`config.mk`:
```
export PLATFORM = sky130hd
export DESIGN_NAME = replay_varint_record_parser
export DESIGN_NICKNAME = d
export VERILOG_FILES = /design/src/rtl/core/rvrp_pkg.sv /design/src/rtl/core/replay_varint_record_parser.sv /design/src/rtl/core/rvrp_front.sv /design/src/rtl/core/rvrp_queue.sv
export SDC_FILE = /design/constraint.sdc
export NUM_CORES = 2
export LEC_CHECK = 0
export BUFFER_PORTS_ARGS = -buffer_cell sky130_fd_sc_hd__buf_2
export CAP_MARGIN = 5
export CORE_UTILIZATION = 35
export DETAILED_ROUTE_END_ITERATION = 16
export PLACE_DENSITY = 0.46
export SLEW_MARGIN = 20
export SYNTH_ARGS = -nofsm -noshare
export SYNTH_HDL_FRONTEND = slang
export SYNTH_SLANG_ARGS = --single-unit
```
`constraint.sdc`:
```
create_clock -name clock -period 34.9 [get_ports clock]
set_input_delay 3.49 -clock clock [delete_from_list [all_inputs] [get_ports clock]]
set_output_delay 3.49 -clock clock [all_outputs]
set_load 0.005 [all_outputs]
```
`src/rtl/core/rvrp_pkg.sv`:
```
// Shared types and constants for the replay varint record parser.
// Depends on nothing; used by every module under rtl/core.
package rvrp_pkg;

   localparam int MaxVarintBytes = 10;

   // Result queue geometry; the depth is a power of two so the pointers wrap.
   localparam int QueueDepth   = 4;
   localparam int QueueIdxBits = $clog2(QueueDepth);
   localparam int QueueCntBits = $clog2(QueueDepth + 1);

   typedef enum logic [2:0] {
      KIND_HEADER = 3'd0,
      KIND_DEATH  = 3'd1,
      KIND_INPUT  = 3'd2,
      KIND_DONE   = 3'd3,
      KIND_ERROR  = 3'd4
   } kind_type;

   typedef enum logic [2:0] {
      ERR_NONE      = 3'd0,
      ERR_MAGIC     = 3'd1,
      ERR_TRUNC     = 3'd2,
      ERR_VARINT    = 3'd3,
      ERR_STRING    = 3'd4,
      ERR_COUNT     = 3'd5,
      ERR_OVERFLOW  = 3'd6
   } err_type;

   typedef enum logic [2:0] {
      FT_VAR  = 3'd0,
      FT_STR  = 3'd1,
      FT_FLT  = 3'd2,
      FT_DBL  = 3'd3,
      FT_BOOL = 3'd4,
      FT_EXT  = 3'd5
   } field_kind_type;

   // One result beat as it travels through the queue.
   typedef struct packed {
      logic [2:0]  kind;
      logic [4:0]  field_index;
      logic [63:0] value;
      logic [1:0]  button;
      logic        second_player;
      logic        pressed;
      logic [2:0]  err_code;
      logic        last_result;
   } result_type;

   localparam int ResultBits = $bits(result_type);

   function automatic field_kind_type field_kind(input logic [4:0] f);
      field_kind_type k;
      unique case (f)
         5'd1, 5'd2, 5'd3, 5'd11, 5'd14: k = FT_STR;
         5'd4:                           k = FT_FLT;
         5'd6:                           k = FT_DBL;
         5'd9, 5'd10:                    k = FT_BOOL;
         5'd15:                          k = FT_EXT;
         default:                        k = FT_VAR;
      endcase
      return k;
   endfunction

endpackage

```
`src/rtl/core/replay_varint_record_parser.sv`:
```
// Top level of the replay varint record parser: front parse stage and result queue.
// Depends on rvrp_pkg, rvrp_front and rvrp_queue.
// Beats are registered in the queue and drained one per cycle while rsp_ready is high.
// Throughput: one byte per cycle while not stalled; a byte yields up to two beats.
// The four-entry result queue stalls the input while more than two beats wait in it.
// Reset is synchronous, active high, and starts a fresh file with an empty queue.
module replay_varint_record_parser (
   input  logic        clock,
   input  logic        reset,
   input  logic        req_valid,
   output logic        req_ready,
   input  logic [7:0]  req_data_byte,
   input  logic        req_end_of_file,
   output logic        rsp_valid,
   input  logic        rsp_ready,
   output logic [2:0]  rsp_kind,
   output logic [4:0]  rsp_field_index,
   output logic [63:0] rsp_value,
   output logic [1:0]  rsp_button,
   output logic        rsp_second_player,
   output logic        rsp_pressed,
   output logic [2:0]  rsp_err_code,
   output logic        rsp_last_result
);

   rvrp_pkg::result_type res0, res1, head;
   logic [1:0] res_count;
   logic       has_room;

   assign req_ready = has_room;

   rvrp_front u_front (
      .clock, .reset,
      .byte_valid (req_valid && req_ready),
      .data_byte  (req_data_byte),
      .end_of_file(req_end_of_file),
      .res0, .res1, .res_count
   );

   rvrp_queue u_queue (
      .clock, .reset,
      .push0 (res0), .push1 (res1), .push_count(res_count),
      .has_room, .head, .head_valid(rsp_valid), .pop(rsp_ready)
   );

   assign rsp_kind          = head.kind;
   assign rsp_field_index   = head.field_index;
   assign rsp_value         = head.value;
   assign rsp_button        = head.button;
   assign rsp_second_player = head.second_player;
   assign rsp_pressed       = head.pressed;
   assign rsp_err_code      = head.err_code;
   assign rsp_last_result   = head.last_result;

   // Only error beats carry an error code.
   assert property (@(posedge clock) disable iff (reset)
      rsp_valid && rsp_err_code != rvrp_pkg::ERR_NONE |-> rsp_kind == rvrp_pkg::KIND_ERROR)
      else $error("error code on a non-error beat");

   // A stalled input never pushes results into the queue.
   assert property (@(posedge clock) disable iff (reset)
      !req_ready |-> res_count == 2'd0)
      else $error("results pushed while input stalled");

   // When one byte yields two beats, only the second carries the last marker.
   assert property (@(posedge clock) disable iff (reset)
      res_count == 2'd2 |-> res1.last_result && !res0.last_result)
      else $error("last marker misplaced");

endmodule

```
`src/rtl/core/rvrp_front.sv`:
```
// Front part: takes one byte per beat, runs the file parse state and
// produces up to two result beats per byte. Depends on rvrp_pkg.
module rvrp_front (
   input  logic                  clock,
   input  logic                  reset,
   input  logic                  byte_valid,
   input  logic [7:0]            data_byte,
   input  logic                  end_of_file,
   output rvrp_pkg::result_type  res0,
   output rvrp_pkg::result_type  res1,
   output logic [1:0]            res_count
);

   typedef enum logic [2:0] {
      PH_MAGIC, PH_HDR, PH_HSKIP, PH_DEATHS, PH_INPUT, PH_IEXT, PH_ISKIP, PH_DRAIN
   } phase_type;

   phase_type   phase_ff, phase_in;
   logic [4:0]  hfield_ff, hfield_in;
   logic [63:0] vacc_ff, vacc_in;
   logic [3:0]  vbytes_ff, vbytes_in;
   logic [63:0] skip_ff, skip_in;
   logic [63:0] raw_ff, raw_in;
   logic [3:0]  rawn_ff, rawn_in;
   logic        tag_ff, tag_in;
   logic        plat_ff, plat_in;
   logic [63:0] deaths_ff, deaths_in;
   logic [63:0] dbase_ff, dbase_in;
   logic [63:0] inleft_ff, inleft_in;
   logic [63:0] p1tot_ff, p1tot_in;
   logic [63:0] p1seen_ff, p1seen_in;
   logic [63:0] fbase_ff, fbase_in;

   // Varint step results.
   logic [63:0] vfull;
   logic        vdone, vlong;
   logic [6:0]  shamt;
   logic [63:0] rawsh;
   logic [64:0] dsum, fsum;
   logic [63:0] packed_v, delta;
   logic [1:0]  btn;
   rvrp_pkg::field_kind_type fk;
   logic [63:0] fv;

   always_comb begin
      shamt = 7'(vbytes_ff) * 7'd7;
      vfull = vacc_ff;
      if (shamt < 7'd64) begin
         vfull = vacc_ff | ({57'd0, data_byte[6:0]} << shamt[5:0]);
      end
      vdone = !data_byte[7];
      vlong = data_byte[7] && (vbytes_ff + 4'd1 >= 4'(rvrp_pkg::MaxVarintBytes));
      rawsh = {raw_ff[55:0], data_byte};
      dsum  = {1'b0, vfull} + {1'b0, dbase_ff};
      packed_v = vfull;
      if (plat_ff) begin
         btn = packed_v[2:1];
         delta = {3'd0, packed_v[63:3]};
      end else begin
         btn = 2'd1;
         delta = {1'b0, packed_v[63:1]};
      end
      fsum = {1'b0, delta} + {1'b0, fbase_ff};
      fk = rvrp_pkg::field_kind(hfield_ff);
      fv = (fk == rvrp_pkg::FT_FLT) ? {32'd0, rawsh[31:0]} : rawsh;
      if (fk != rvrp_pkg::FT_FLT && fk != rvrp_pkg::FT_DBL) fv = vfull;
   end

   // Main parse step; results are gathered into two slots.
   always_comb begin
      rvrp_pkg::result_type r [2];
      logic [1:0] n;
      logic hdone, finish_now;
      logic [63:0] hv;
      logic p2;

      phase_in = phase_ff; hfield_in = hfield_ff; vacc_in = vacc_ff;
      vbytes_in = vbytes_ff; skip_in = skip_ff; raw_in = raw_ff; rawn_in = rawn_ff;
      tag_in = tag_ff; plat_in = plat_ff; deaths_in = deaths_ff; dbase_in = dbase_ff;
      inleft_in = inleft_ff; p1tot_in = p1tot_ff; p1seen_in = p1seen_ff;
      fbase_in = fbase_ff;
      r[0] = '0; r[1] = '0; n = 2'd0;
      hdone = 1'b0; finish_now = 1'b0; hv = fv;
      p2 = p1seen_ff >= p1tot_ff;

      unique case (phase_ff)
         PH_MAGIC: begin
            raw_in = rawsh; rawn_in = rawn_ff + 4'd1;
            if (rawn_ff >= 4'd2) begin
               raw_in = '0; rawn_in = '0;
               if (rawsh[23:0] == 24'h474452) phase_in = PH_HDR;
               else begin
                  r[0].kind = rvrp_pkg::KIND_ERROR; r[0].err_code = rvrp_pkg::ERR_MAGIC;
                  n = 2'd1; phase_in = PH_DRAIN;
               end
            end
         end
         PH_HDR: begin
            if (fk == rvrp_pkg::FT_FLT || fk == rvrp_pkg::FT_DBL) begin
               raw_in = rawsh; rawn_in = rawn_ff + 4'd1;
               if (rawn_ff + 4'd1 >= ((fk == rvrp_pkg::FT_FLT) ? 4'd4 : 4'd8)) begin
                  raw_in = '0; rawn_in = '0; hdone = 1'b1;
               end
            end else begin
               vacc_in = vfull; vbytes_in = vbytes_ff + 4'd1;
               if (vdone) begin
                  vacc_in = '0; vbytes_in = '0; hdone = 1'b1;
               end else if (vlong) begin
                  vacc_in = '0; vbytes_in = '0;
                  r[0].kind = rvrp_pkg::KIND_ERROR; r[0].err_code = rvrp_pkg::ERR_VARINT;
                  n = 2'd1; phase_in = PH_DRAIN;
               end
            end
            if (hdone) begin
               if (fk == rvrp_pkg::FT_STR && hv > 64'hFFFF) begin
                  r[0].kind = rvrp_pkg::KIND_ERROR; r[0].err_code = rvrp_pkg::ERR_STRING;
                  n = 2'd1; phase_in = PH_DRAIN;
               end else if (hfield_ff == 5'd18 && hv > inleft_ff) begin
                  r[0].kind = rvrp_pkg::KIND_ERROR; r[0].err_code = rvrp_pkg::ERR_COUNT;
                  n = 2'd1; phase_in = PH_DRAIN;
               end else begin
                  if (fk == rvrp_pkg::FT_STR) begin
                     skip_in = hv;
                     if (hfield_ff == 5'd1) tag_in = hv != '0;
                  end else if (fk == rvrp_pkg::FT_EXT) begin
                     skip_in = hv;
                  end else if (fk == rvrp_pkg::FT_BOOL) begin
                     hv = {63'd0, fv != '0};
                     if (hfield_ff == 5'd10) plat_in = fv != '0;
                  end
                  if (hfield_ff == 5'd16) begin deaths_in = hv; dbase_in = '0; end
                  if (hfield_ff == 5'd17) inleft_in = hv;
                  if (hfield_ff == 5'd18) begin
                     p1tot_in = hv; p1seen_in = '0; fbase_in = '0;
                  end
                  r[0].kind = rvrp_pkg::KIND_HEADER; r[0].field_index = hfield_ff;
                  r[0].value = hv; n = 2'd1;
                  hfield_in = hfield_ff + 5'd1;
                  if (skip_in != '0) phase_in = PH_HSKIP;
                  else if (hfield_ff == 5'd16 && hv != '0) phase_in = PH_DEATHS;
                  else if (hfield_ff == 5'd18) begin
                     if (inleft_ff != '0) phase_in = PH_INPUT;
                     else finish_now = 1'b1;
                  end else phase_in = PH_HDR;
               end
            end
         end
         PH_HSKIP: begin
            if (skip_ff != '0) skip_in = skip_ff - 64'd1;
            if (skip_ff <= 64'd1) phase_in = PH_HDR;
         end
         PH_DEATHS: begin
            vacc_in = vfull; vbytes_in = vbytes_ff + 4'd1;
            if (vdone) begin
               vacc_in = '0; vbytes_in = '0;
               if (dsum[64]) begin
                  r[0].kind = rvrp_pkg::KIND_ERROR; r[0].err_code = rvrp_pkg::ERR_OVERFLOW;
                  n = 2'd1; phase_in = PH_DRAIN;
               end else begin
                  dbase_in = dsum[63:0];
                  r[0].kind = rvrp_pkg::KIND_DEATH; r[0].value = dsum[63:0]; n = 2'd1;
                  if (deaths_ff != '0) deaths_in = deaths_ff - 64'd1;
                  if (deaths_ff <= 64'd1) phase_in = PH_HDR;
               end
            end else if (vlong) begin
               vacc_in = '0; vbytes_in = '0;
               r[0].kind = rvrp_pkg::KIND_ERROR; r[0].err_code = rvrp_pkg::ERR_VARINT;
               n = 2'd1; phase_in = PH_DRAIN;
            end
         end
         PH_INPUT: begin
            vacc_in = vfull; vbytes_in = vbytes_ff + 4'd1;
            if (vdone) begin
               vacc_in = '0; vbytes_in = '0;
               if (fsum[64]) begin
                  r[0].kind = rvrp_pkg::KIND_ERROR; r[0].err_code = rvrp_pkg::ERR_OVERFLOW;
                  n = 2'd1; phase_in = PH_DRAIN;
               end else begin
                  r[0].kind = rvrp_pkg::KIND_INPUT; r[0].value = fsum[63:0];
                  r[0].button = btn; r[0].second_player = p2;
                  r[0].pressed = packed_v[0]; n = 2'd1;
                  fbase_in = fsum[63:0];
                  if (!p2) begin
                     p1seen_in = p1seen_ff + 64'd1;
                     if (p1seen_ff + 64'd1 == p1tot_ff) fbase_in = '0;
                  end
                  if (tag_ff) phase_in = PH_IEXT;
                  else begin
                     inleft_in = inleft_ff - 64'd1;
                     if (inleft_ff == 64'd1) finish_now = 1'b1;
                     else phase_in = PH_INPUT;
                  end
               end
            end else if (vlong) begin
               vacc_in = '0; vbytes_in = '0;
               r[0].kind = rvrp_pkg::KIND_ERROR; r[0].err_code = rvrp_pkg::ERR_VARINT;
               n = 2'd1; phase_in = PH_DRAIN;
            end
         end
         PH_IEXT: begin
            vacc_in = vfull; vbytes_in = vbytes_ff + 4'd1;
            if (vdone) begin
               vacc_in = '0; vbytes_in = '0; skip_in = vfull;
               if (vfull != '0) phase_in = PH_ISKIP;
               else begin
                  inleft_in = inleft_ff - 64'd1;
                  if (inleft_ff == 64'd1) finish_now = 1'b1;
                  else phase_in = PH_INPUT;
               end
            end else if (vlong) begin
               vacc_in = '0; vbytes_in = '0;
               r[0].kind = rvrp_pkg::KIND_ERROR; r[0].err_code = rvrp_pkg::ERR_VARINT;
               n = 2'd1; phase_in = PH_DRAIN;
            end
         end
         PH_ISKIP: begin
            if (skip_ff != '0) skip_in = skip_ff - 64'd1;
            if (skip_ff <= 64'd1) begin
               inleft_in = inleft_ff - 64'd1;
               if (inleft_ff == 64'd1) finish_now = 1'b1;
               else phase_in = PH_INPUT;
            end
         end
         default: ;
      endcase

      // Finish appends a done beat after whatever this byte produced.
      if (finish_now) begin
         r[n[0]] = '0; r[n[0]].kind = rvrp_pkg::KIND_DONE;
         n = n + 2'd1; phase_in = PH_DRAIN;
      end

      // End of file closes the parse and starts a new file.
      if (end_of_file) begin
         if (phase_in != PH_DRAIN) begin
            r[n[0]] = '0;
            if (phase_in == PH_INPUT && vbytes_in == '0) r[n[0]].kind = rvrp_pkg::KIND_DONE;
            else begin
               r[n[0]].kind = rvrp_pkg::KIND_ERROR; r[n[0]].err_code = rvrp_pkg::ERR_TRUNC;
            end
            n = n + 2'd1;
         end
         phase_in = PH_MAGIC; hfield_in = '0; vacc_in = '0; vbytes_in = '0;
         skip_in = '0; raw_in = '0; rawn_in = '0; tag_in = 1'b0; plat_in = 1'b0;
         deaths_in = '0; dbase_in = '0; inleft_in = '0; p1tot_in = '0;
         p1seen_in = '0; fbase_in = '0;
      end

      if (n == 2'd1) r[0].last_result = 1'b1;
      if (n == 2'd2) r[1].last_result = 1'b1;
      res0 = r[0]; res1 = r[1];
      res_count = byte_valid ? n : 2'd0;
   end

   // Parse state registers advance on each accepted byte.
   always_ff @(posedge clock) begin
      if (reset) begin
         phase_ff <= PH_MAGIC; hfield_ff <= '0; vacc_ff <= '0; vbytes_ff <= '0;
         skip_ff <= '0; raw_ff <= '0; rawn_ff <= '0; tag_ff <= 1'b0; plat_ff <= 1'b0;
         deaths_ff <= '0; dbase_ff <= '0; inleft_ff <= '0; p1tot_ff <= '0;
         p1seen_ff <= '0; fbase_ff <= '0;
      end else if (byte_valid) begin
         phase_ff <= phase_in; hfield_ff <= hfield_in; vacc_ff <= vacc_in;
         vbytes_ff <= vbytes_in; skip_ff <= skip_in; raw_ff <= raw_in;
         rawn_ff <= rawn_in; tag_ff <= tag_in; plat_ff <= plat_in;
         deaths_ff <= deaths_in; dbase_ff <= dbase_in; inleft_ff <= inleft_in;
         p1tot_ff <= p1tot_in; p1seen_ff <= p1seen_in; fbase_ff <= fbase_in;
      end
   end

endmodule

```
`src/rtl/core/rvrp_queue.sv`:
```
// Back part: a small result queue that takes up to two beats per cycle and
// hands out one beat per cycle while pop is high. Depends on rvrp_pkg.
module rvrp_queue (
   input  logic                  clock,
   input  logic                  reset,
   input  rvrp_pkg::result_type  push0,
   input  rvrp_pkg::result_type  push1,
   input  logic [1:0]            push_count,
   output logic                  has_room,
   output rvrp_pkg::result_type  head,
   output logic                  head_valid,
   input  logic                  pop
);

   rvrp_pkg::result_type slot_ff [rvrp_pkg::QueueDepth];
   logic [rvrp_pkg::QueueIdxBits-1:0] rd_ff, rd_in, wr_ff, wr_in;
   logic [rvrp_pkg::QueueCntBits-1:0] cnt_ff, cnt_in;
   logic                              take;

   // Room for two beats keeps the front free to take any byte.
   assign has_room   = cnt_ff <= rvrp_pkg::QueueCntBits'(rvrp_pkg::QueueDepth - 2);
   assign head_valid = cnt_ff != '0;
   assign head       = slot_ff[rd_ff];
   assign take       = pop && head_valid;

   always_comb begin
      rd_in  = rd_ff + (take ? rvrp_pkg::QueueIdxBits'(1) : '0);
      wr_in  = wr_ff + rvrp_pkg::QueueIdxBits'(push_count);
      cnt_in = cnt_ff + rvrp_pkg::QueueCntBits'(push_count)
               - (take ? rvrp_pkg::QueueCntBits'(1) : '0);
   end

   always_ff @(posedge clock) begin
      if (reset) begin
         rd_ff <= '0; wr_ff <= '0; cnt_ff <= '0;
      end else begin
         rd_ff <= rd_in; wr_ff <= wr_in; cnt_ff <= cnt_in;
      end
   end

   // Payload slots need no reset.
   always_ff @(posedge clock) begin
      if (push_count != '0) slot_ff[wr_ff] <= push0;
      if (push_count == 2'd2) slot_ff[wr_ff + rvrp_pkg::QueueIdxBits'(1)] <= push1;
   end

endmodule
```
==> out/metrics.yaml <==
clock_tree:
  htree_levels: 3
  cts_buffers: 115
  post_cts_buffers: 0
  clkLatencyLatePin_ns: 0.81
  clk_pin_slew_worst_paths_ns: 0.06
  cts_tree: "yes"
  ctsResizeCount: 0
  cts.sinks: 916
  cts_buffer_depth: 3
  root_buffer: "clkbuf_16"
  hold_buffers: 0
power:
  switchingPower_mw: 0.891
  fin_total_pwr_mw: 2.93
  power.density_nw_per_um2: 43.5
  ir_worst_vdd_mv: 0.0413
  clock_power_share: 0.441
  p_leak_nw: 26.5
  share_comb_of_total_power: 0.170
  p_int_mw: 2.04
  pwr-share-seq: 0.389
  p_sw_frac: 0.304
routing:
  drc: 0
  firstDrtPassIters: 6
  wl_per_cell_um: 28.6
  detail-route-antenna-nets: 0
  viasPerCell: 6.02
  routed_wl_um: 282000
  vias: 59200
  drt_iter0_markers: 6538
worst_setup_path:
  r2r_start: "u_front.vbytes_ff[0]$_SDFFE_PP0P_"
  path_buf_inv: 5
  arrival_ns: 12.49
  crit_slowest_cell: "buf_4"
  endpoint_kind: "flop"
  slowest_delay_ns: 0.90
  r2r-end: "u_queue.slot_ff[0][20]$_SDFFCE_PP0P_"
  worstSetupPathType: "input port to flop"
  r2r_slack_ns: 23.35
  cp_max_fo: 66
  startpoint_type: "input port"
  critical-path-top-delay-family: "simple AND/OR/NAND/NOR gates"
  r2r_cells: 29
  crit_required_ns: 35.30
final_layout:
  final_cell_mix: "nor2_1, a21oi_1, dfxtp_1"
  area_growth_pct: 12.0
  mostFrequentLayoutCell: "nor2_1"
  stdcell_area_um2: 67500
  fillers: 17500
  drive_gt1_frac: 0.0926
  multiInputGateArea_um2: 35900
  finalNetCount: 7734
  register_area_um2: 21600
synth:
  synth.avg_cell_area_um2: 8.01
  synth_seq_cells: 916
  syn-cell-area_um2: 60300
  synth_edf_count: 320
  yosysTopAreaCell: "dfxtp_1"
  synth_area_leaders: "dfxtp_1, edfxtp_1, nor2_1, a21oi_1, ha_1"
  yosysSeqAreaShare: 0.357
  ys.flop_type: "dfxtp_1"
  synthDistinctLibCells: 101
  synth.net_count: 7827
  ys_warn_count: 0
  ys_async_sr_fraction: 0
  yosysTopAreaCellShare: 0.198
  syn_inst: 7521
global_route:
  gr-total-overflow: 0
  globalRouteTotalUtil: 0.314
  antenna_found_initial: 12
  grt_pass1_vias: 55700
  grt_pass1_wl_um: 402000
  grt_max_degree: 148
floorplanning:
  rows: 151
  coreArea_um2: 170000
  die_w_um: 417
  die_area_um2: 174000
  ios: 95
  start_util: 0.354
  die_h_um: 417
worst_hold_path:
  hold_depth: 2
  hp-class: "flop to flop"
  min_from: "u_front.dbase_ff[54]$_SDFFE_PP0P_"
  hold-path-endpoint: "u_front.dbase_ff[54]$_SDFFE_PP0P_"
sta:
  hold_viol: 0
  finalHoldWorstSlack_ns: 0.459
  period_share: 0.347
  worst_slew_pin_slew_ns: 1.27
  fmax_mhz: 82.7
  slew_headroom: 0.142
  fin_skew_ns: 0.0594
  timing.setup.tns_ns: 0
  finalSetupViolCount: 0
  min_period_ns: 12.10
  slew_violations: 0
  rsz0062_at_grt: "false"
outcome:
  status: "finished, final reports clean"
placed_design:
  postPlaceCellArea_um2: 63500
  place_hpwl_um: 207000
  port_buffers: 94
  globalplace.congestion: 0.970
run:
  drv_cap: 0
kinds of logic after synthesis:
kind of cell	count (synthesis)	synth area share
adders and majority gates	294	0.0619
xor gates and xnor gates	317	0.0461
and+or+nand+nor	2899	0.221
DFF	916	0.357
muxes	147	0.0420
buffers and inverters	812	0.0530
AOI/OAI and AO/OA	2136	0.219
tightest hold or removal path, delay by kind of cell, from the launching register on:
kind	cells	cell delay, ns
AND/OR/NAND/NOR	1	0.05
AO/OA/AOI/OAI	1	0.05
flip-flops	1	0.31
synth_stat cells (69+ instances only):
cell	instances
inv_1	301
nand3_1	147
a21oi_1	858
xor2_1	122
o21ai_0	401
mux4_2	82
dfxtp_1	596
edfxtp_1	320
nand2_1	568
nor3_1	318
nor2_1	1229
xnor2_1	195
and3_1	69
ha_1	286
a21o_1	130
a22oi_1	174
clkbuf_1	418
nand4_1	93
nor4_1	97
per-layer routing:
layer | GRT usage | vias up | share of wire
met5 | 0 | - | 0
met4 | 0.136 | 0 | 0.048
met3 | 0.0446 | 485 | 0.070
met2 | 0.491 | 2550 | 0.44
met1 | 0.428 | 29100 | 0.44
li1 | - | 27100 | -
registers in the layout, indices dropped and copies added (netlist names), 3 cells and up, named ones only:
name,flops
u_front.p1tot_ff,64
u_front.deaths_ff,64
u_front.p1seen_ff,64
u_front.rawn_ff,4
u_front.dbase_ff,64
u_front.skip_ff,64
u_front.phase_ff,3
u_queue.slot_ff,320
u_front.raw_ff,56
u_queue.cnt_ff,3
u_front.hfield_ff,5
u_front.vacc_ff,64
u_front.fbase_ff,64
u_front.inleft_ff,64
u_front.vbytes_ff,4
final cells by class:
cell class,count,share of cell area
clock inverters,69,0.0127
inverters,305,0.0170
flip-flops and latches,916,0.319
clock buffers,148,0.0470
multi-input cells,5793,0.531
diodes,4,0.000148
repair buffers,297,0.0305
well taps,2295,0.0425
metrics by stage:
stage | setup slack, ns | instances | util
detailed placement | 22.04 | 9605 | 0.373
floorplan | 19.13 | 7521 | -
global route | 22.31 | 9823 | 0.397
global placement | 22.23 | 9602 | 0.373
CTS | 22.87 | 9822 | 0.397
finish | 22.80 | 9827 | 0.397
worst max path at each step:
| stage | startpoint | to | depth (start not counted) |
|---|---|---|---|
| global placement | req_data_byte[4] | u_queue.slot_ff[0][11]$_SDFFCE_PP0P_ | 25 |
| CTS | req_data_byte[4] | u_queue.slot_ff[0][20]$_SDFFCE_PP0P_ | 25 |
| floorplan | req_data_byte[1] | u_queue.slot_ff[0][0]$_DFFE_PP_ | 24 |
| detailed placement | req_data_byte[4] | u_queue.slot_ff[0][11]$_SDFFCE_PP0P_ | 25 |
| global route | req_data_byte[4] | u_queue.slot_ff[0][13]$_SDFFCE_PP0P_ | 25 |
| finish | req_data_byte[4] | u_queue.slot_ff[0][20]$_SDFFCE_PP0P_ | 25 |
power groups by stage:
stage | logic, mW | clock network (mW) | registers, mW
after floorplan | 0.307 | 0 | 1.15
after global placement | 0.498 | 0 | 1.16
after detailed placement | 0.499 | 0 | 1.16
after CTS | 0.500 | 1.32 | 1.14
after global routing | 0.533 | 1.35 | 1.14
final | 0.500 | 1.29 | 1.14
(Power assumes the default switching activity.)
